$ cat config.mk
export PLATFORM = sky130hd
export DESIGN_NAME = tx_wire_format_parser_flat
export DESIGN_NICKNAME = d
export VERILOG_FILES = /design/src/hw/rtl/tx_wfp_pkg.sv /design/src/hw/rtl/tx_wfp_if.sv /design/src/hw/rtl/tx_wfp_evq.sv /design/src/hw/rtl/tx_wire_format_parser.sv /design/src/flat_wrapper.sv
export SDC_FILE = /design/constraint.sdc
export NUM_CORES = 2
export LEC_CHECK = 0
export BUFFER_PORTS_ARGS = -buffer_cell sky130_fd_sc_hd__clkbuf_2
export CAP_MARGIN = 10
export CORE_MARGIN = 8
export CORE_UTILIZATION = 36
export DETAILED_ROUTE_END_ITERATION = 10
export SLEW_MARGIN = 40
export SYNTH_ARGS = -nofsm -noshare
export SYNTH_HDL_FRONTEND = slang
export SYNTH_SLANG_ARGS = --single-unit
$ cat constraint.sdc
create_clock -name clk -period 25.3 [get_ports clk]
set_input_delay 0 -clock clk [delete_from_list [all_inputs] [get_ports clk]]
set_output_delay 0 -clock clk [all_outputs]
set_load 0.05 [all_outputs]
$ cat src/hw/rtl/tx_wfp_pkg.sv
// Shared types, codes and state helpers for the transaction wire-format parser.
package tx_wfp_pkg;

	localparam int CNT_W    = 14;
	localparam int VAL_W    = 64;
	localparam int MAX_EV   = 4;
	localparam int QDEPTH   = 8;
	localparam int QPTR_W   = 3;
	localparam int CFG_IDX_W = 3;

	typedef logic [CNT_W-1:0] cnt_t;

	typedef enum logic [4:0] {
		PH_VERSION, PH_MARKER, PH_IN_COUNT, PH_PREVOUT, PH_PREV_INDEX, PH_SIG_LEN,
		PH_SIG, PH_SEQ, PH_OUT_COUNT, PH_AMOUNT, PH_PK_LEN, PH_PK, PH_WIT_COUNT,
		PH_WIT_LEN, PH_WIT, PH_LOCK, PH_DONE
	} phase_t;

	// event kinds
	localparam logic [4:0] K_VERSION   = 5'd0;
	localparam logic [4:0] K_MARKER    = 5'd1;
	localparam logic [4:0] K_IN_COUNT  = 5'd2;
	localparam logic [4:0] K_PREVOUT   = 5'd3;
	localparam logic [4:0] K_PREV_IDX  = 5'd4;
	localparam logic [4:0] K_SIG_LEN   = 5'd5;
	localparam logic [4:0] K_SIG       = 5'd6;
	localparam logic [4:0] K_SEQ       = 5'd7;
	localparam logic [4:0] K_OUT_COUNT = 5'd8;
	localparam logic [4:0] K_AMOUNT    = 5'd9;
	localparam logic [4:0] K_PK_LEN    = 5'd10;
	localparam logic [4:0] K_PK        = 5'd11;
	localparam logic [4:0] K_WIT_COUNT = 5'd12;
	localparam logic [4:0] K_WIT_LEN   = 5'd13;
	localparam logic [4:0] K_WIT       = 5'd14;
	localparam logic [4:0] K_LOCK      = 5'd15;
	localparam logic [4:0] K_ACCEPT    = 5'd16;
	localparam logic [4:0] K_ERROR     = 5'd17;

	// error codes
	localparam logic [2:0] E_NONE      = 3'd0;
	localparam logic [2:0] E_TRUNC     = 3'd1;
	localparam logic [2:0] E_INPUTS    = 3'd2;
	localparam logic [2:0] E_OUTPUTS   = 3'd3;
	localparam logic [2:0] E_SCRIPT    = 3'd4;
	localparam logic [2:0] E_WIT_ITEMS = 3'd5;
	localparam logic [2:0] E_WIT_LEN   = 3'd6;

	// config register indexes
	localparam logic [CFG_IDX_W-1:0] R_MAX_INPUTS  = 3'd0;
	localparam logic [CFG_IDX_W-1:0] R_MAX_OUTPUTS = 3'd1;
	localparam logic [CFG_IDX_W-1:0] R_MAX_SCRIPT  = 3'd2;
	localparam logic [CFG_IDX_W-1:0] R_MAX_WITEMS  = 3'd3;
	localparam logic [CFG_IDX_W-1:0] R_MAX_WLEN    = 3'd4;

	localparam logic [7:0] CS_FD = 8'hFD;
	localparam logic [7:0] CS_FE = 8'hFE;
	localparam cnt_t PREVOUT_LEN = 14'd32;

	typedef struct packed {
		logic [4:0]       event_kind;
		logic [VAL_W-1:0] event_value;
		cnt_t             entry_index;
		cnt_t             item_index;
		logic [2:0]       error_code;
		logic             last_event;
	} evt_t;

	typedef struct packed {
		phase_t           phase;
		logic [3:0]       fbl;
		logic [2:0]       fshift;
		logic [VAL_W-1:0] acc;
		cnt_t             in_cnt;
		cnt_t             ent_cnt;
		cnt_t             ent_tot;
		cnt_t             wit_cnt;
		cnt_t             wit_tot;
		cnt_t             pay_len;
		cnt_t             pay_left;
		logic             segwit;
		logic             zpend;
		logic             finished;
	} parse_st_t;

	function automatic evt_t mk_ev(logic [4:0] k, logic [VAL_W-1:0] v, cnt_t e, cnt_t i,
			logic [2:0] err);
		evt_t r;
		r.event_kind  = k;
		r.event_value = v;
		r.entry_index = e;
		r.item_index  = i;
		r.error_code  = err;
		r.last_event  = 1'b0;
		return r;
	endfunction

	function automatic parse_st_t st_reset();
		parse_st_t s;
		s = '0;
		s.phase = PH_VERSION;
		s.fbl   = 4'd4;
		return s;
	endfunction

	function automatic parse_st_t start_fixed(parse_st_t s, phase_t ph, logic [3:0] n);
		parse_st_t r;
		r = s;
		r.phase = ph; r.fbl = n; r.fshift = '0; r.acc = '0;
		return r;
	endfunction

	function automatic parse_st_t start_var(parse_st_t s, phase_t ph);
		return start_fixed(s, ph, 4'd0);
	endfunction

	function automatic parse_st_t start_payload(parse_st_t s, phase_t ph, cnt_t len);
		parse_st_t r;
		r = s;
		r.phase = ph; r.pay_len = len; r.pay_left = len;
		return r;
	endfunction

	function automatic parse_st_t after_outputs(parse_st_t s);
		parse_st_t r;
		r = s;
		r.ent_cnt = '0;
		if (r.segwit && r.in_cnt != '0) r = start_var(r, PH_WIT_COUNT);
		else r = start_fixed(r, PH_LOCK, 4'd4);
		return r;
	endfunction

	function automatic parse_st_t next_input(parse_st_t s);
		parse_st_t r;
		r = s;
		r.ent_cnt = r.ent_cnt + 1'b1;
		if (r.ent_cnt < r.ent_tot) r = start_payload(r, PH_PREVOUT, PREVOUT_LEN);
		else r = start_var(r, PH_OUT_COUNT);
		return r;
	endfunction

	function automatic parse_st_t next_output(parse_st_t s);
		parse_st_t r;
		r = s;
		r.ent_cnt = r.ent_cnt + 1'b1;
		if (r.ent_cnt < r.ent_tot) r = start_fixed(r, PH_AMOUNT, 4'd8);
		else r = after_outputs(r);
		return r;
	endfunction

	function automatic parse_st_t next_wit_input(parse_st_t s);
		parse_st_t r;
		r = s;
		r.ent_cnt = r.ent_cnt + 1'b1;
		if (r.ent_cnt < r.in_cnt) r = start_var(r, PH_WIT_COUNT);
		else r = start_fixed(r, PH_LOCK, 4'd4);
		return r;
	endfunction

	function automatic parse_st_t next_item(parse_st_t s);
		parse_st_t r;
		r = s;
		r.wit_cnt = r.wit_cnt + 1'b1;
		if (r.wit_cnt < r.wit_tot) r = start_var(r, PH_WIT_LEN);
		else r = next_wit_input(r);
		return r;
	endfunction

	// count or length beyond its limit
	function automatic logic over(logic [VAL_W-1:0] v, cnt_t lim);
		return (v[VAL_W-1:CNT_W] != '0) || (v[CNT_W-1:0] > lim);
	endfunction

endpackage

$ cat src/hw/rtl/tx_wfp_if.sv
// Byte input channel and event output channel.
interface tx_wfp_in_if;
	logic       valid;
	logic       ready;
	logic [7:0] in_byte;
	logic       in_last;
	modport source (output valid, output in_byte, output in_last, input ready);
	modport sink (input valid, input in_byte, input in_last, output ready);
endinterface

interface tx_wfp_evt_if;
	import tx_wfp_pkg::*;
	logic             valid;
	logic             ready;
	logic [4:0]       event_kind;
	logic [VAL_W-1:0] event_value;
	cnt_t             entry_index;
	cnt_t             item_index;
	logic [2:0]       error_code;
	logic             last_event;
	modport source (output valid, output event_kind, output event_value, output entry_index,
		output item_index, output error_code, output last_event, input ready);
	modport sink (input valid, input event_kind, input event_value, input entry_index,
		input item_index, input error_code, input last_event, output ready);
endinterface

$ cat src/hw/rtl/tx_wfp_evq.sv
// Event queue: takes up to four events per cycle, delivers one per transfer.
module tx_wfp_evq (
	input  logic                        clk,
	input  logic                        arst_n,
	input  logic [2:0]                  push_n,
	input  tx_wfp_pkg::evt_t            push_ev [tx_wfp_pkg::MAX_EV],
	output logic                        space_ok,
	tx_wfp_evt_if.source                evt
);
	import tx_wfp_pkg::*;

	evt_t              mem_q [QDEPTH];
	logic [QPTR_W-1:0] wr_q;
	logic [QPTR_W-1:0] rd_q;
	logic [QPTR_W:0]   cnt_q;
	logic              pop;

	assign pop      = evt.valid && evt.ready;
	assign space_ok = cnt_q <= (QPTR_W+1)'(QDEPTH - MAX_EV);
	assign evt.valid = cnt_q != '0;

	assign evt.event_kind  = mem_q[rd_q].event_kind;
	assign evt.event_value = mem_q[rd_q].event_value;
	assign evt.entry_index = mem_q[rd_q].entry_index;
	assign evt.item_index  = mem_q[rd_q].item_index;
	assign evt.error_code  = mem_q[rd_q].error_code;
	assign evt.last_event  = mem_q[rd_q].last_event;

	always_ff @(posedge clk) begin
		for (int i = 0; i < MAX_EV; i++) begin
			if (3'(i) < push_n) mem_q[wr_q + QPTR_W'(i)] <= push_ev[i];
		end
	end

	always_ff @(posedge clk or negedge arst_n) begin
		if (!arst_n) begin
			wr_q  <= '0;
			rd_q  <= '0;
			cnt_q <= '0;
		end else begin
			wr_q  <= wr_q + QPTR_W'(push_n);
			if (pop) rd_q <= rd_q + 1'b1;
			cnt_q <= cnt_q + (QPTR_W+1)'(push_n) - (QPTR_W+1)'(pop);
		end
	end

endmodule

$ cat src/hw/rtl/tx_wire_format_parser.sv
// Top level: byte-serial parser for the segregated-witness transaction format.
// Path: a byte is registered in the input stage at its transfer and parsed there; its
// events are written to the event queue once the queue has room, and offered from it.
// Throughput: one byte per cycle while the event queue (8 deep) has room for four
// events; the output drains one event per transfer, so event-heavy bytes set the pace.
// Reset (arst_n low): parse state returns to expecting the version, the limit
// registers take their defaults (10000, 10000, 10000, 500, 10000), queue empties.
module tx_wire_format_parser #(
	parameter int COUNT_BITS = 14
) (
	input  logic                             clk,
	input  logic                             arst_n,
	input  logic                             cfg_we,
	input  logic [tx_wfp_pkg::CFG_IDX_W-1:0] cfg_idx,
	input  logic [tx_wfp_pkg::CNT_W-1:0]     cfg_data,
	tx_wfp_in_if.sink                        in_ch,
	tx_wfp_evt_if.source                     out_ch
);
	import tx_wfp_pkg::*;

	// cap that the count width puts on every limit
	localparam cnt_t CAP = (COUNT_BITS >= CNT_W) ? {CNT_W{1'b1}} :
		CNT_W'((64'd1 << COUNT_BITS) - 64'd1);

	// limit registers
	cnt_t max_in_q, max_out_q, max_script_q, max_witems_q, max_wlen_q;
	cnt_t lim_in, lim_out, lim_script, lim_witems, lim_wlen;

	// input stage
	logic       v_s1;
	logic [7:0] byte_s1;
	logic       last_s1;

	parse_st_t  st_q;
	parse_st_t  st_d;
	evt_t       evs [MAX_EV];
	logic [2:0] n_ev;
	logic       space_ok;
	logic       fire;

	assign fire        = v_s1 && space_ok;
	assign in_ch.ready = !v_s1 || space_ok;

	assign lim_in     = (max_in_q     < CAP) ? max_in_q     : CAP;
	assign lim_out    = (max_out_q    < CAP) ? max_out_q    : CAP;
	assign lim_script = (max_script_q < CAP) ? max_script_q : CAP;
	assign lim_witems = (max_witems_q < CAP) ? max_witems_q : CAP;
	assign lim_wlen   = (max_wlen_q   < CAP) ? max_wlen_q   : CAP;

	always_ff @(posedge clk or negedge arst_n) begin
		if (!arst_n) begin
			max_in_q     <= 14'd10000;
			max_out_q    <= 14'd10000;
			max_script_q <= 14'd10000;
			max_witems_q <= 14'd500;
			max_wlen_q   <= 14'd10000;
		end else if (cfg_we) begin
			case (cfg_idx)
				R_MAX_INPUTS:  max_in_q     <= cfg_data;
				R_MAX_OUTPUTS: max_out_q    <= cfg_data;
				R_MAX_SCRIPT:  max_script_q <= cfg_data;
				R_MAX_WITEMS:  max_witems_q <= cfg_data;
				R_MAX_WLEN:    max_wlen_q   <= cfg_data;
				default: ;
			endcase
		end
	end

	always_ff @(posedge clk or negedge arst_n) begin
		if (!arst_n) begin
			v_s1 <= 1'b0;
		end else if (in_ch.ready) begin
			v_s1 <= in_ch.valid;
		end
	end

	always_ff @(posedge clk) begin
		if (in_ch.ready && in_ch.valid) begin
			byte_s1 <= in_ch.in_byte;
			last_s1 <= in_ch.in_last;
		end
	end

	always_ff @(posedge clk or negedge arst_n) begin
		if (!arst_n) begin
			st_q <= st_reset();
		end else if (fire) begin
			st_q <= st_d;
		end
	end

	// One byte's worth of parsing. Flags chain the steps in model order:
	// phase dispatch, then compact-size handling, then byte gathering,
	// then field completion, then end-of-frame.
	always_comb begin
		parse_st_t        s;
		logic             do_var;
		logic             do_gather;
		logic             do_done;
		logic [VAL_W-1:0] v;
		cnt_t             off;
		s         = st_q;
		do_var    = 1'b0;
		do_gather = 1'b0;
		do_done   = 1'b0;
		v         = '0;
		off       = st_q.pay_len - st_q.pay_left;
		n_ev      = '0;
		for (int i = 0; i < MAX_EV; i++) evs[i] = '0;

		if (!s.finished) begin
			case (s.phase)
				PH_VERSION, PH_PREV_INDEX, PH_SEQ, PH_AMOUNT, PH_LOCK: do_gather = 1'b1;
				PH_IN_COUNT, PH_SIG_LEN, PH_OUT_COUNT, PH_PK_LEN, PH_WIT_COUNT,
				PH_WIT_LEN: do_var = 1'b1;
				PH_MARKER: begin
					if (s.zpend) begin
						s.zpend = 1'b0;
						if (byte_s1 == 8'h01) begin
							s.segwit = 1'b1;
							evs[n_ev[1:0]] = mk_ev(K_MARKER, 64'd1, '0, '0, E_NONE);
							n_ev = n_ev + 1'b1;
							s = start_var(s, PH_IN_COUNT);
						end else begin
							// no marker: input count is zero, byte opens output count
							evs[n_ev[1:0]] = mk_ev(K_IN_COUNT, '0, '0, '0, E_NONE);
							n_ev = n_ev + 1'b1;
							s.in_cnt = '0; s.ent_tot = '0; s.ent_cnt = '0;
							s = start_var(s, PH_OUT_COUNT);
							do_var = 1'b1;
						end
					end else if (byte_s1 == 8'h00) begin
						s.zpend = 1'b1;
					end else begin
						s = start_var(s, PH_IN_COUNT);
						do_var = 1'b1;
					end
				end
				PH_PREVOUT, PH_SIG, PH_PK, PH_WIT: begin
					case (s.phase)
						PH_PREVOUT: evs[n_ev[1:0]] = mk_ev(K_PREVOUT, 64'(byte_s1), s.ent_cnt,
							off, E_NONE);
						PH_SIG: evs[n_ev[1:0]] = mk_ev(K_SIG, 64'(byte_s1), s.ent_cnt, off,
							E_NONE);
						PH_PK: evs[n_ev[1:0]] = mk_ev(K_PK, 64'(byte_s1), s.ent_cnt, off,
							E_NONE);
						default: evs[n_ev[1:0]] = mk_ev(K_WIT, 64'(byte_s1), s.ent_cnt, off,
							E_NONE);
					endcase
					n_ev = n_ev + 1'b1;
					if (s.pay_left != '0) s.pay_left = s.pay_left - 1'b1;
					if (s.pay_left == '0) begin
						case (s.phase)
							PH_PREVOUT: s = start_fixed(s, PH_PREV_INDEX, 4'd4);
							PH_SIG:     s = start_fixed(s, PH_SEQ, 4'd4);
							PH_PK:      s = next_output(s);
							default:    s = next_item(s);
						endcase
					end
				end
				default: begin
					s.finished = 1'b1;
					s.phase    = PH_DONE;
				end
			endcase
		end

		// compact-size prefix or single-byte value
		if (do_var) begin
			if (s.fbl != '0) begin
				do_gather = 1'b1;
			end else if (byte_s1 < CS_FD) begin
				do_done = 1'b1;
				v = 64'(byte_s1);
			end else begin
				s.fbl    = (byte_s1 == CS_FD) ? 4'd2 : (byte_s1 == CS_FE) ? 4'd4 : 4'd8;
				s.fshift = '0;
				s.acc    = '0;
			end
		end

		// little-endian byte gather
		if (do_gather) begin
			s.acc[s.fshift*8 +: 8] = s.acc[s.fshift*8 +: 8] | byte_s1;
			s.fshift = s.fshift + 1'b1;
			if (s.fbl != '0) s.fbl = s.fbl - 1'b1;
			if (s.fbl == '0) begin
				do_done = 1'b1;
				v = s.acc;
			end
		end

		// field complete: emit, check limit, move on
		if (do_done) begin
			case (s.phase)
				PH_VERSION: begin
					evs[n_ev[1:0]] = mk_ev(K_VERSION, {32'd0, v[31:0]}, '0, '0, E_NONE);
					n_ev = n_ev + 1'b1;
					s.phase = PH_MARKER;
					s.zpend = 1'b0;
				end
				PH_IN_COUNT: begin
					evs[n_ev[1:0]] = mk_ev(K_IN_COUNT, v, '0, '0, E_NONE);
					n_ev = n_ev + 1'b1;
					if (over(v, lim_in)) begin
						evs[n_ev[1:0]] = mk_ev(K_ERROR, '0, '0, '0, E_INPUTS);
						n_ev = n_ev + 1'b1;
						s.finished = 1'b1; s.phase = PH_DONE;
					end else begin
						s.in_cnt = v[CNT_W-1:0]; s.ent_tot = v[CNT_W-1:0]; s.ent_cnt = '0;
						if (v == '0) s = start_var(s, PH_OUT_COUNT);
						else s = start_payload(s, PH_PREVOUT, PREVOUT_LEN);
					end
				end
				PH_PREV_INDEX: begin
					evs[n_ev[1:0]] = mk_ev(K_PREV_IDX, v, s.ent_cnt, '0, E_NONE);
					n_ev = n_ev + 1'b1;
					s = start_var(s, PH_SIG_LEN);
				end
				PH_SIG_LEN: begin
					evs[n_ev[1:0]] = mk_ev(K_SIG_LEN, v, s.ent_cnt, '0, E_NONE);
					n_ev = n_ev + 1'b1;
					if (over(v, lim_script)) begin
						evs[n_ev[1:0]] = mk_ev(K_ERROR, '0, '0, '0, E_SCRIPT);
						n_ev = n_ev + 1'b1;
						s.finished = 1'b1; s.phase = PH_DONE;
					end else if (v == '0) s = start_fixed(s, PH_SEQ, 4'd4);
					else s = start_payload(s, PH_SIG, v[CNT_W-1:0]);
				end
				PH_SEQ: begin
					evs[n_ev[1:0]] = mk_ev(K_SEQ, v, s.ent_cnt, '0, E_NONE);
					n_ev = n_ev + 1'b1;
					s = next_input(s);
				end
				PH_OUT_COUNT: begin
					evs[n_ev[1:0]] = mk_ev(K_OUT_COUNT, v, '0, '0, E_NONE);
					n_ev = n_ev + 1'b1;
					if (over(v, lim_out)) begin
						evs[n_ev[1:0]] = mk_ev(K_ERROR, '0, '0, '0, E_OUTPUTS);
						n_ev = n_ev + 1'b1;
						s.finished = 1'b1; s.phase = PH_DONE;
					end else begin
						s.ent_tot = v[CNT_W-1:0]; s.ent_cnt = '0;
						if (v == '0) s = after_outputs(s);
						else s = start_fixed(s, PH_AMOUNT, 4'd8);
					end
				end
				PH_AMOUNT: begin
					evs[n_ev[1:0]] = mk_ev(K_AMOUNT, v, s.ent_cnt, '0, E_NONE);
					n_ev = n_ev + 1'b1;
					s = start_var(s, PH_PK_LEN);
				end
				PH_PK_LEN: begin
					evs[n_ev[1:0]] = mk_ev(K_PK_LEN, v, s.ent_cnt, '0, E_NONE);
					n_ev = n_ev + 1'b1;
					if (over(v, lim_script)) begin
						evs[n_ev[1:0]] = mk_ev(K_ERROR, '0, '0, '0, E_SCRIPT);
						n_ev = n_ev + 1'b1;
						s.finished = 1'b1; s.phase = PH_DONE;
					end else if (v == '0) s = next_output(s);
					else s = start_payload(s, PH_PK, v[CNT_W-1:0]);
				end
				PH_WIT_COUNT: begin
					evs[n_ev[1:0]] = mk_ev(K_WIT_COUNT, v, s.ent_cnt, '0, E_NONE);
					n_ev = n_ev + 1'b1;
					if (over(v, lim_witems)) begin
						evs[n_ev[1:0]] = mk_ev(K_ERROR, '0, '0, '0, E_WIT_ITEMS);
						n_ev = n_ev + 1'b1;
						s.finished = 1'b1; s.phase = PH_DONE;
					end else begin
						s.wit_tot = v[CNT_W-1:0]; s.wit_cnt = '0;
						if (v == '0) s = next_wit_input(s);
						else s = start_var(s, PH_WIT_LEN);
					end
				end
				PH_WIT_LEN: begin
					evs[n_ev[1:0]] = mk_ev(K_WIT_LEN, v, s.ent_cnt, s.wit_cnt, E_NONE);
					n_ev = n_ev + 1'b1;
					if (over(v, lim_wlen)) begin
						evs[n_ev[1:0]] = mk_ev(K_ERROR, '0, '0, '0, E_WIT_LEN);
						n_ev = n_ev + 1'b1;
						s.finished = 1'b1; s.phase = PH_DONE;
					end else if (v == '0) s = next_item(s);
					else s = start_payload(s, PH_WIT, v[CNT_W-1:0]);
				end
				PH_LOCK: begin
					evs[n_ev[1:0]] = mk_ev(K_LOCK, {32'd0, v[31:0]}, '0, '0, E_NONE);
					n_ev = n_ev + 1'b1;
					evs[n_ev[1:0]] = mk_ev(K_ACCEPT, '0, '0, '0, E_NONE);
					n_ev = n_ev + 1'b1;
					s.finished = 1'b1; s.phase = PH_DONE;
				end
				default: ;
			endcase
		end

		// frame end: an unfinished frame is truncated; parse state restarts
		if (last_s1) begin
			if (!s.finished) begin
				evs[n_ev[1:0]] = mk_ev(K_ERROR, '0, '0, '0, E_TRUNC);
				n_ev = n_ev + 1'b1;
			end
			s = st_reset();
		end

		if (n_ev != '0) evs[n_ev[1:0] - 2'd1].last_event = 1'b1;
		st_d = s;
	end

	tx_wfp_evq u_evq (
		.clk      (clk),
		.arst_n   (arst_n),
		.push_n   (fire ? n_ev : 3'd0),
		.push_ev  (evs),
		.space_ok (space_ok),
		.evt      (out_ch)
	);

	// done phase only once the frame is closed
	a_done_finished: assert property (@(posedge clk) disable iff (!arst_n)
		st_q.phase == PH_DONE |-> st_q.finished)
		else $error("done phase without finished flag");

	// a pending zero exists only while deciding the marker
	a_zpend_marker: assert property (@(posedge clk) disable iff (!arst_n)
		st_q.zpend |-> st_q.phase == PH_MARKER)
		else $error("zero pending outside marker phase");

	// a final byte always restarts the frame
	a_last_restart: assert property (@(posedge clk) disable iff (!arst_n)
		fire && last_s1 |=> st_q.phase == PH_VERSION && !st_q.finished && !st_q.segwit)
		else $error("frame did not restart after last byte");

	// a byte never yields more events than the queue reserve
	a_ev_bound: assert property (@(posedge clk) disable iff (!arst_n)
		fire |-> n_ev <= 3'(MAX_EV))
		else $error("too many events for one byte");

endmodule
$ cat src/flat_wrapper.sv
// flat-port wrapper written by rule: the top's interface ports become plain ports
module tx_wire_format_parser_flat import tx_wfp_pkg::*;
#(
	parameter int COUNT_BITS = 14
)
  (clk, arst_n, cfg_we, cfg_idx, cfg_data, in_ch_valid, in_ch_in_byte, in_ch_in_last, in_ch_ready, out_ch_valid, out_ch_event_kind, out_ch_event_value, out_ch_entry_index, out_ch_item_index, out_ch_error_code, out_ch_last_event, out_ch_ready);
  tx_wfp_in_if in_ch_i ();
  tx_wfp_evt_if out_ch_i ();
  input  logic clk;
  input  logic arst_n;
  input  logic cfg_we;
  input  logic [tx_wfp_pkg::CFG_IDX_W-1:0] cfg_idx;
  input  logic [tx_wfp_pkg::CNT_W-1:0] cfg_data;
  input wire logic [$bits(in_ch_i.valid)-1:0] in_ch_valid;
  input wire logic [$bits(in_ch_i.in_byte)-1:0] in_ch_in_byte;
  input wire logic [$bits(in_ch_i.in_last)-1:0] in_ch_in_last;
  output wire logic [$bits(in_ch_i.ready)-1:0] in_ch_ready;
  output wire logic [$bits(out_ch_i.valid)-1:0] out_ch_valid;
  output wire logic [$bits(out_ch_i.event_kind)-1:0] out_ch_event_kind;
  output wire logic [$bits(out_ch_i.event_value)-1:0] out_ch_event_value;
  output wire logic [$bits(out_ch_i.entry_index)-1:0] out_ch_entry_index;
  output wire logic [$bits(out_ch_i.item_index)-1:0] out_ch_item_index;
  output wire logic [$bits(out_ch_i.error_code)-1:0] out_ch_error_code;
  output wire logic [$bits(out_ch_i.last_event)-1:0] out_ch_last_event;
  input wire logic [$bits(out_ch_i.ready)-1:0] out_ch_ready;
  assign in_ch_i.valid = in_ch_valid;
  assign in_ch_i.in_byte = in_ch_in_byte;
  assign in_ch_i.in_last = in_ch_in_last;
  assign in_ch_ready = in_ch_i.ready;
  assign out_ch_valid = out_ch_i.valid;
  assign out_ch_event_kind = out_ch_i.event_kind;
  assign out_ch_event_value = out_ch_i.event_value;
  assign out_ch_entry_index = out_ch_i.entry_index;
  assign out_ch_item_index = out_ch_i.item_index;
  assign out_ch_error_code = out_ch_i.error_code;
  assign out_ch_last_event = out_ch_i.last_event;
  assign out_ch_i.ready = out_ch_ready;
  tx_wire_format_parser #(.COUNT_BITS(COUNT_BITS)) u_core (.clk(clk), .arst_n(arst_n), .cfg_we(cfg_we), .cfg_idx(cfg_idx), .cfg_data(cfg_data), .in_ch(in_ch_i), .out_ch(out_ch_i));
endmodule
-- Word-level counts from Yosys, hierarchy flattened
Memory sizes are Yosys's and may differ from the RTL's.
Index checks and enable logic that the tools add are counted.
- add/subtract/negate cells: 20
- multipliers: 0
- div/mod/pow operators: 0
- order comparisons: 30
- eq/ne operators: 32
- shifts and indexed selects: 3
- multiplexer cells: 147
- bitwise logic cells: 28
- reduce and logical (&&, ||, !) cells: 44
- operator list (operator ; number):
    $bwmux W404 ; 12
    $pmux W404 S11 ; 1
    $mux W404 ; 10
    $mux W177 ; 12
    $and A392 B392 Y392 ; 4
    $pmux W170 S8 ; 1
    $mux W174 ; 7
    $not A392 Y392 ; 3
    $and A388 B388 Y388 ; 3
    $not A388 Y388 ; 3
    $mux W171 ; 6
    $demux W101 S2 ; 4
    $mux W101 ; 6
    $pmux W177 S3 ; 1
    $mux W176 ; 3
    $and A400 B400 Y400 ; 1
    $not A400 Y400 ; 1
    $pmux W171 S2 ; 1
    $pmux W100 S3 ; 1
    $mux W71 ; 4
    $mux W64 ; 4
    $pmux W101 S2 ; 1
    $mux W175 ; 1
    $mux W173 ; 1
    72 further kinds ; 213
- bits in registers: 267
- latch bits: 0
- RAM bits: 808
- bits in read-only memories: 0
- output and inout port bits: 103
- word-level logic and storage cells: 330
- memories: 1
- memory list (memory ; words ; bits a word ; read ports ; clocked after memory_dff ; wr ports ; RTL line ; source):
    u_core.u_evq.mem_q ; 8 ; 101 ; 1 ; 0 ; 3 ; tx_wfp_evq.sv:12 ; evt_t mem_q [QDEPTH];

-- Longest topological paths before layout
- word-level depth: 36
- gate-level depth with buffers: 54

-- Modules after synthesis
From an unflattened synthesis, not the netlist that was laid out.
- cells, all modules: 8233
- area total of the unflattened synthesis: 74183.6 um2
- by module, submodules not included (module ; times used ; cells each ; area an instance (um2) ; sequential area each (um2)):
    tx_wfp_evq ; 1 ; 5365 ; 51042.7 ; 24513.5
    tx_wire_format_parser ; 1 ; 2868 ; 23140.9 ; 6510.0

-- Worst setup path before layout
Ideal clock, no wire load.
- path type: flip-flop to flip-flop
- start: register u_core.st_q[3] (netlist bit)
- end: memory u_core.u_evq.mem_q[3][0] (netlist bit) (enable)
- library setup time: 0.700 ns
- data arrival time: 16.791 ns
- slack: 7.808 ns
- stages on the path, launching flop included: 48
- buffers on the path: 10
- clock period less this slack: 17.492 ns
- cells stage by stage: dfrtp_1 clkbuf_1 inv_1 ha_1 nor3b_1 and3_1 or4b_1 and3_1 clkbuf_1 nand4_1 and2_1 buf_2 buf_2 clkbuf_1 clkbuf_1 nand2_1 ha_1 ha_1 [... 12 more ...] nor2b_1 o31ai_1 a21oi_1 nor2_1 clkbuf_1 inv_1 ha_1 nand2_1 and4_1 a2111oi_0 mux2i_1 clkbuf_1 ha_1 nor3b_2 buf_4 a211oi_1 nand2_1 o21ai_0
- RTL lines (element ; RTL line ; source):
    from (decl) ; tx_wire_format_parser.sv:34 ; parse_st_t st_q;
    from (signal assigned) ; tx_wire_format_parser.sv:86 ; st_q <= st_reset();
    from (signal assigned) ; tx_wire_format_parser.sv:88 ; st_q <= st_d;
    to (decl) ; tx_wfp_evq.sv:12 ;

==> metrics.txt <==
# TYPE chip_impl_metric gauge
chip_impl_metric{name="final-hold-violation-count",unit=""} 0
chip_impl_metric{name="max_cap_viol_count",unit=""} 0
chip_impl_metric{name="synth-xor-area-share",unit=""} 0.0124
chip_impl_metric{name="yosys_warnings",unit=""} 0
chip_impl_info{name="crit_start",value="u_core.st_q[73]"} 1
chip_impl_metric{name="start_util",unit=""} 0.361
chip_impl_metric{name="power_density_over_the_cells",unit="nW/µm²"} 121
chip_impl_metric{name="drive_above_1_share",unit=""} 0.165
chip_impl_metric{name="critical_path_buffer_and_inverter_count",unit=""} 4
chip_impl_info{name="clock_root_buffer",value="sky130_fd_sc_hd__clkbuf_16"} 1
chip_impl_metric{name="detailedRoute.firstPassIterationCount",unit=""} 5
chip_impl_metric{name="critPathRequiredTime",unit="ns"} 25.65
chip_impl_metric{name="route.detailed.wl_per_inst",unit="µm"} 26.3
chip_impl_metric{name="cts_inserted_buffers",unit=""} 114
chip_impl_metric{name="final.min_clock_period",unit="ns"} 13.85
chip_impl_metric{name="first_global_vias",unit=""} 43100
chip_impl_metric{name="clock-sinks",unit=""} 1075
chip_impl_metric{name="detailedPlacementHpwl",unit="µm"} 135000
chip_impl_metric{name="cellLeakagePower",unit="nW"} 26.1
chip_impl_metric{name="seq_area_frac_synth",unit=""} 0.530
chip_impl_metric{name="synth_compound_area_frac",unit=""} 0.111
chip_impl_metric{name="finish.net_count",unit=""} 5537
chip_impl_metric{name="clk-insertion-delay-late",unit="ns"} 0.76
chip_impl_metric{name="first_pass_grt_wire_length",unit="µm"} 293000
chip_impl_info{name="outcome",value="finished, final reports clean"} 1
chip_impl_metric{name="number_of_flops_mapped_to_enable_cells_by_yosys",unit=""} 817
chip_impl_metric{name="clkSlewWorstSetupHoldPaths",unit="ns"} 0.07
chip_impl_info{name="critical_path.endpoint_type",value="register"} 1
chip_impl_metric{name="skew",unit="ns"} 0.0946
chip_impl_metric{name="clk_path_buf_depth",unit=""} 3
chip_impl_metric{name="overflow",unit=""} 0
chip_impl_info{name="setup.worst_path.class",value="reg2reg"} 1
chip_impl_metric{name="die_height",unit="µm"} 419
chip_impl_metric{name="postSynthRegisterBits",unit=""} 1075
chip_impl_metric{name="finalSetupTns",unit="ns"} 0
chip_impl_info{name="worst_hold_path_type",value="in2reg"} 1
chip_impl_info{name="crit_path_start_kind",value="register"} 1
chip_impl_metric{name="remaining_routing_drc_violations",unit=""} 0
chip_impl_info{name="clock_tree_from_tritoncts",value="done"} 1
chip_impl_metric{name="netlist_instances",unit=""} 5229
chip_impl_metric{name="drt_first_iter_violations",unit=""} 5361
chip_impl_metric{name="post_synth_instance_area",unit="µm²"} 58600
chip_impl_metric{name="synthDistinctLibCells",unit=""} 97
chip_impl_info{name="leading_cell_types_in_the_layout_fill_and_taps_excluded",value="sky130_fd_sc_hd__nor2_1, sky130_fd_sc_hd__edfxtp_1, sky130_fd_sc_hd__nand2_1, sky130_fd_sc_hd__o21ai_0, sky130_fd_sc_hd__dfrtp_1"} 1
chip_impl_metric{name="die-width",unit="µm"} 419
chip_impl_info{name="crit_top_cell",value="sky130_fd_sc_hd__and3_1"} 1
chip_impl_metric{name="post_synth_and_or_nand_nor_area_fraction",unit=""} 0.144
chip_impl_info{name="grt_setup_unrepaired",value="no"} 1
chip_impl_metric{name="die_footprint",unit="µm²"} 176000
chip_impl_metric{name="max_freq",unit="MHz"} 72.2
chip_impl_metric{name="cp_slowest_stage_delay",unit="ns"} 0.77
chip_impl_metric{name="worstMarginPinSlew",unit="ns"} 0.989
chip_impl_metric{name="cp_data_arrival_time",unit="ns"} 14.20
chip_impl_info{name="rr_startpoint",value="u_core.st_q[73]"} 1
chip_impl_metric{name="regToRegSetupSlack",unit="ns"} 11.45
chip_impl_info{name="critical_path.top_delay_family",value="simple AND/OR/NAND/NOR gates"} 1
chip_impl_info{name="largest_family_of_logic_cells_by_synthesized_area",value="simple AND/OR/NAND/NOR gates"} 1
chip_impl_metric{name="finalSetupViolCount",unit=""} 0
chip_impl_metric{name="gp_congestion",unit=""} 1.00
chip_impl_info{name="crit_path_top_delay_cell",value="sky130_fd_sc_hd__buf_4"} 1
chip_impl_metric{name="cp_max_fo",unit=""} 54
chip_impl_metric{name="htree_levels",unit=""} 3
chip_impl_metric{name="min_period_over_period",unit=""} 0.547
chip_impl_metric{name="dpl_worst_slack",unit="ns"} 11.15
chip_impl_metric{name="track_usage",unit=""} 0.219
chip_impl_metric{name="area_growth_syn_to_layout",unit="%"} 13.1
chip_impl_metric{name="postCtsSetupBuffers",unit=""} 0
chip_impl_info{name="min_from",value="in_ch_in_byte[1]"} 1
chip_impl_metric{name="avg_inst_size_synth",unit="µm²"} 11.2
chip_impl_metric{name="detail_route.wirelength",unit="µm"} 199000
chip_impl_metric{name="final_max_slew_viol_count",unit=""} 0
chip_impl_metric{name="final.fill_count",unit=""} 15500
chip_impl_metric{name="ir_drop",unit="mV"} 0.119
chip_impl_metric{name="rows",unit=""} 148
chip_impl_metric{name="synth_adder_area_share",unit=""} 0.0442
chip_impl_metric{name="route.antenna.remaining_nets",unit=""} 0
chip_impl_info{name="most_common_cell_after_layout_fill_and_taps_aside",value="sky130_fd_sc_hd__nor2_1"} 1
chip_impl_metric{name="initial_antenna_violation_count",unit=""} 4
chip_impl_metric{name="largest_net_degree_at_the_start_of_global_routing",unit=""} 74
chip_impl_metric{name="placement.io_buffers",unit=""} 133
chip_impl_metric{name="floorplan.core_area",unit="µm²"} 162000
chip_impl_info{name="dominantRegCellSynth",value="sky130_fd_sc_hd__edfxtp_1"} 1
chip_impl_metric{name="post_synth_mux_area_share",unit=""} 0.121
chip_impl_metric{name="post_layout_total_power",unit="mW"} 8.00
chip_impl_metric{name="num_vias",unit=""} 44300
chip_impl_metric{name="design.portCount",unit=""} 134
chip_impl_metric{name="postSynthNetCount",unit=""} 5465
chip_impl_metric{name="synth_async_sr_flop_share",unit=""} 0.240
chip_impl_metric{name="vias_per_cell",unit=""} 5.85
chip_impl_metric{name="slew_headroom",unit=""} 0.335
chip_impl_metric{name="worst_slack",unit="ns"} 11.45
==> worst reg2reg max path: cells and delay by family (launching register included) <==
kind            cells  cell delay, ns
compound gates     16            4.00
xor+xnor            1            0.27
fa+ha+maj           4            1.35
buf+inv             4            1.99
flops               1            0.55
mux                 3            0.81
simple gates       17            4.46
==> cells in the mapped netlist (33+ instances only) <==
cell type,n,area share
sky130_fd_sc_hd__edfxtp_1,817,0.42
sky130_fd_sc_hd__a22o_1,56,0.0084
sky130_fd_sc_hd__a21o_1,51,0.0065
sky130_fd_sc_hd__xor2_1,45,0.0067
sky130_fd_sc_hd__mux2i_1,100,0.017
sky130_fd_sc_hd__nand2b_1,44,0.0047
sky130_fd_sc_hd__o22ai_1,48,0.0051
sky130_fd_sc_hd__nand3_1,75,0.0064
sky130_fd_sc_hd__nand2_1,512,0.033
sky130_fd_sc_hd__nand4_1,43,0.0046
sky130_fd_sc_hd__and2_1,34,0.0036
sky130_fd_sc_hd__mux2_2,131,0.025
sky130_fd_sc_hd__and3_1,50,0.0053
sky130_fd_sc_hd__nor3_1,61,0.0052
sky130_fd_sc_hd__xnor2_1,38,0.0057
sky130_fd_sc_hd__dfrtp_1,231,0.099
sky130_fd_sc_hd__buf_2,59,0.0050
sky130_fd_sc_hd__a21oi_1,192,0.016
sky130_fd_sc_hd__o21ai_0,257,0.022
sky130_fd_sc_hd__buf_1,45,0.0029
sky130_fd_sc_hd__a31oi_1,33,0.0035
sky130_fd_sc_hd__inv_1,208,0.013
sky130_fd_sc_hd__clkbuf_1,216,0.014
sky130_fd_sc_hd__mux4_2,205,0.079
sky130_fd_sc_hd__nor2_1,901,0.058
sky130_fd_sc_hd__ha_1,202,0.043
==> report_power, final <==
| group | internal [mW] | switching (mW) |
|---|---|---|
| Sequential | 2.33 | 0.169 |
| Clock | 1.00 | 0.737 |
| Combinational | 1.14 | 2.62 |
==> layout make-up <==
type / count / area (µm²) / area share
inverters: 211 / 792 / 0.0120
diodes: 3 / 7.51 / 0.000113
repair buffers: 302 / 2190 / 0.0330
clock inverters: 71 / 890 / 0.0134
flip-flops and latches: 1075 / 31000 / 0.468
well taps: 2175 / 2720 / 0.0411
multi-input cells: 3597 / 25600 / 0.387
clock buffers: 142 / 2980 / 0.0450
==> final timing paths <==
kind / endpoint / cells past startpoint
worst max-delay path: u_core.u_evq.mem_q[0][16] / 45
worst min register to register: u_core.st_q[24] / 2
min in group asynchronous: u_core.st_q[115] / 3
worst max register to register: u_core.u_evq.mem_q[0][16] / 45
worst min-delay path: u_core.byte_s1[1] / 2
max in group asynchronous: u_core.st_q[84] / 5
==> timing repair <==
item	CTS	global route
hold endpoints to repair	221	0
resized for setup	0	0
hold buffers	42	0
==> sequential cells by signal, summed over array words and instances, names as in the netlist <==
signal and flops:
u_core.u_evq.mem_q 808, u_core.st_q 177, u_core.max_in_q 14, u_core.max_out_q 14
u_core.max_script_q 14, u_core.max_witems_q 14, u_core.max_wlen_q 14, u_core.byte_s1 8
u_core.u_evq.cnt_q 4, u_core.u_evq.rd_q 3, u_core.u_evq.wr_q 3, u_core.last_s1 1
u_core.v_s1 1
==> stage by stage <==
stage	std cells	cell area, µm²	utilization	hold slack (ns)
after floorplan	5229	58600	-	-0.296
after global placement	7301	61600	0.380	0.0746
after detailed placement	7313	61800	0.381	0.0758
after CTS	7568	66100	0.408	0.00110
after global routing	7573	66200	0.408	0.00903
final	7576	66200	0.408	0.0221
==> cells by family after synthesis <==
logic type	count (synthesis)
simple gates	1897
buf+inv	557
compound gates	976
mux	436
flops	1075
xor+xnor	83
fa+ha+maj	205
==> metal layers <==
| metal | part of all wire | global-route usage | routed length [µm] |
|---|---|---|---|
| met3 | 0.086 | 0.0370 | 17100 |
| met4 | 0.038 | 0.0759 | 7570 |
| met1 | 0.42 | 0.308 | 83800 |
| met2 | 0.45 | 0.344 | 90500 |
| met5 | 0.000065 | 0 | 13 |
No activity file was read; power rests on OpenSTA's default activity.
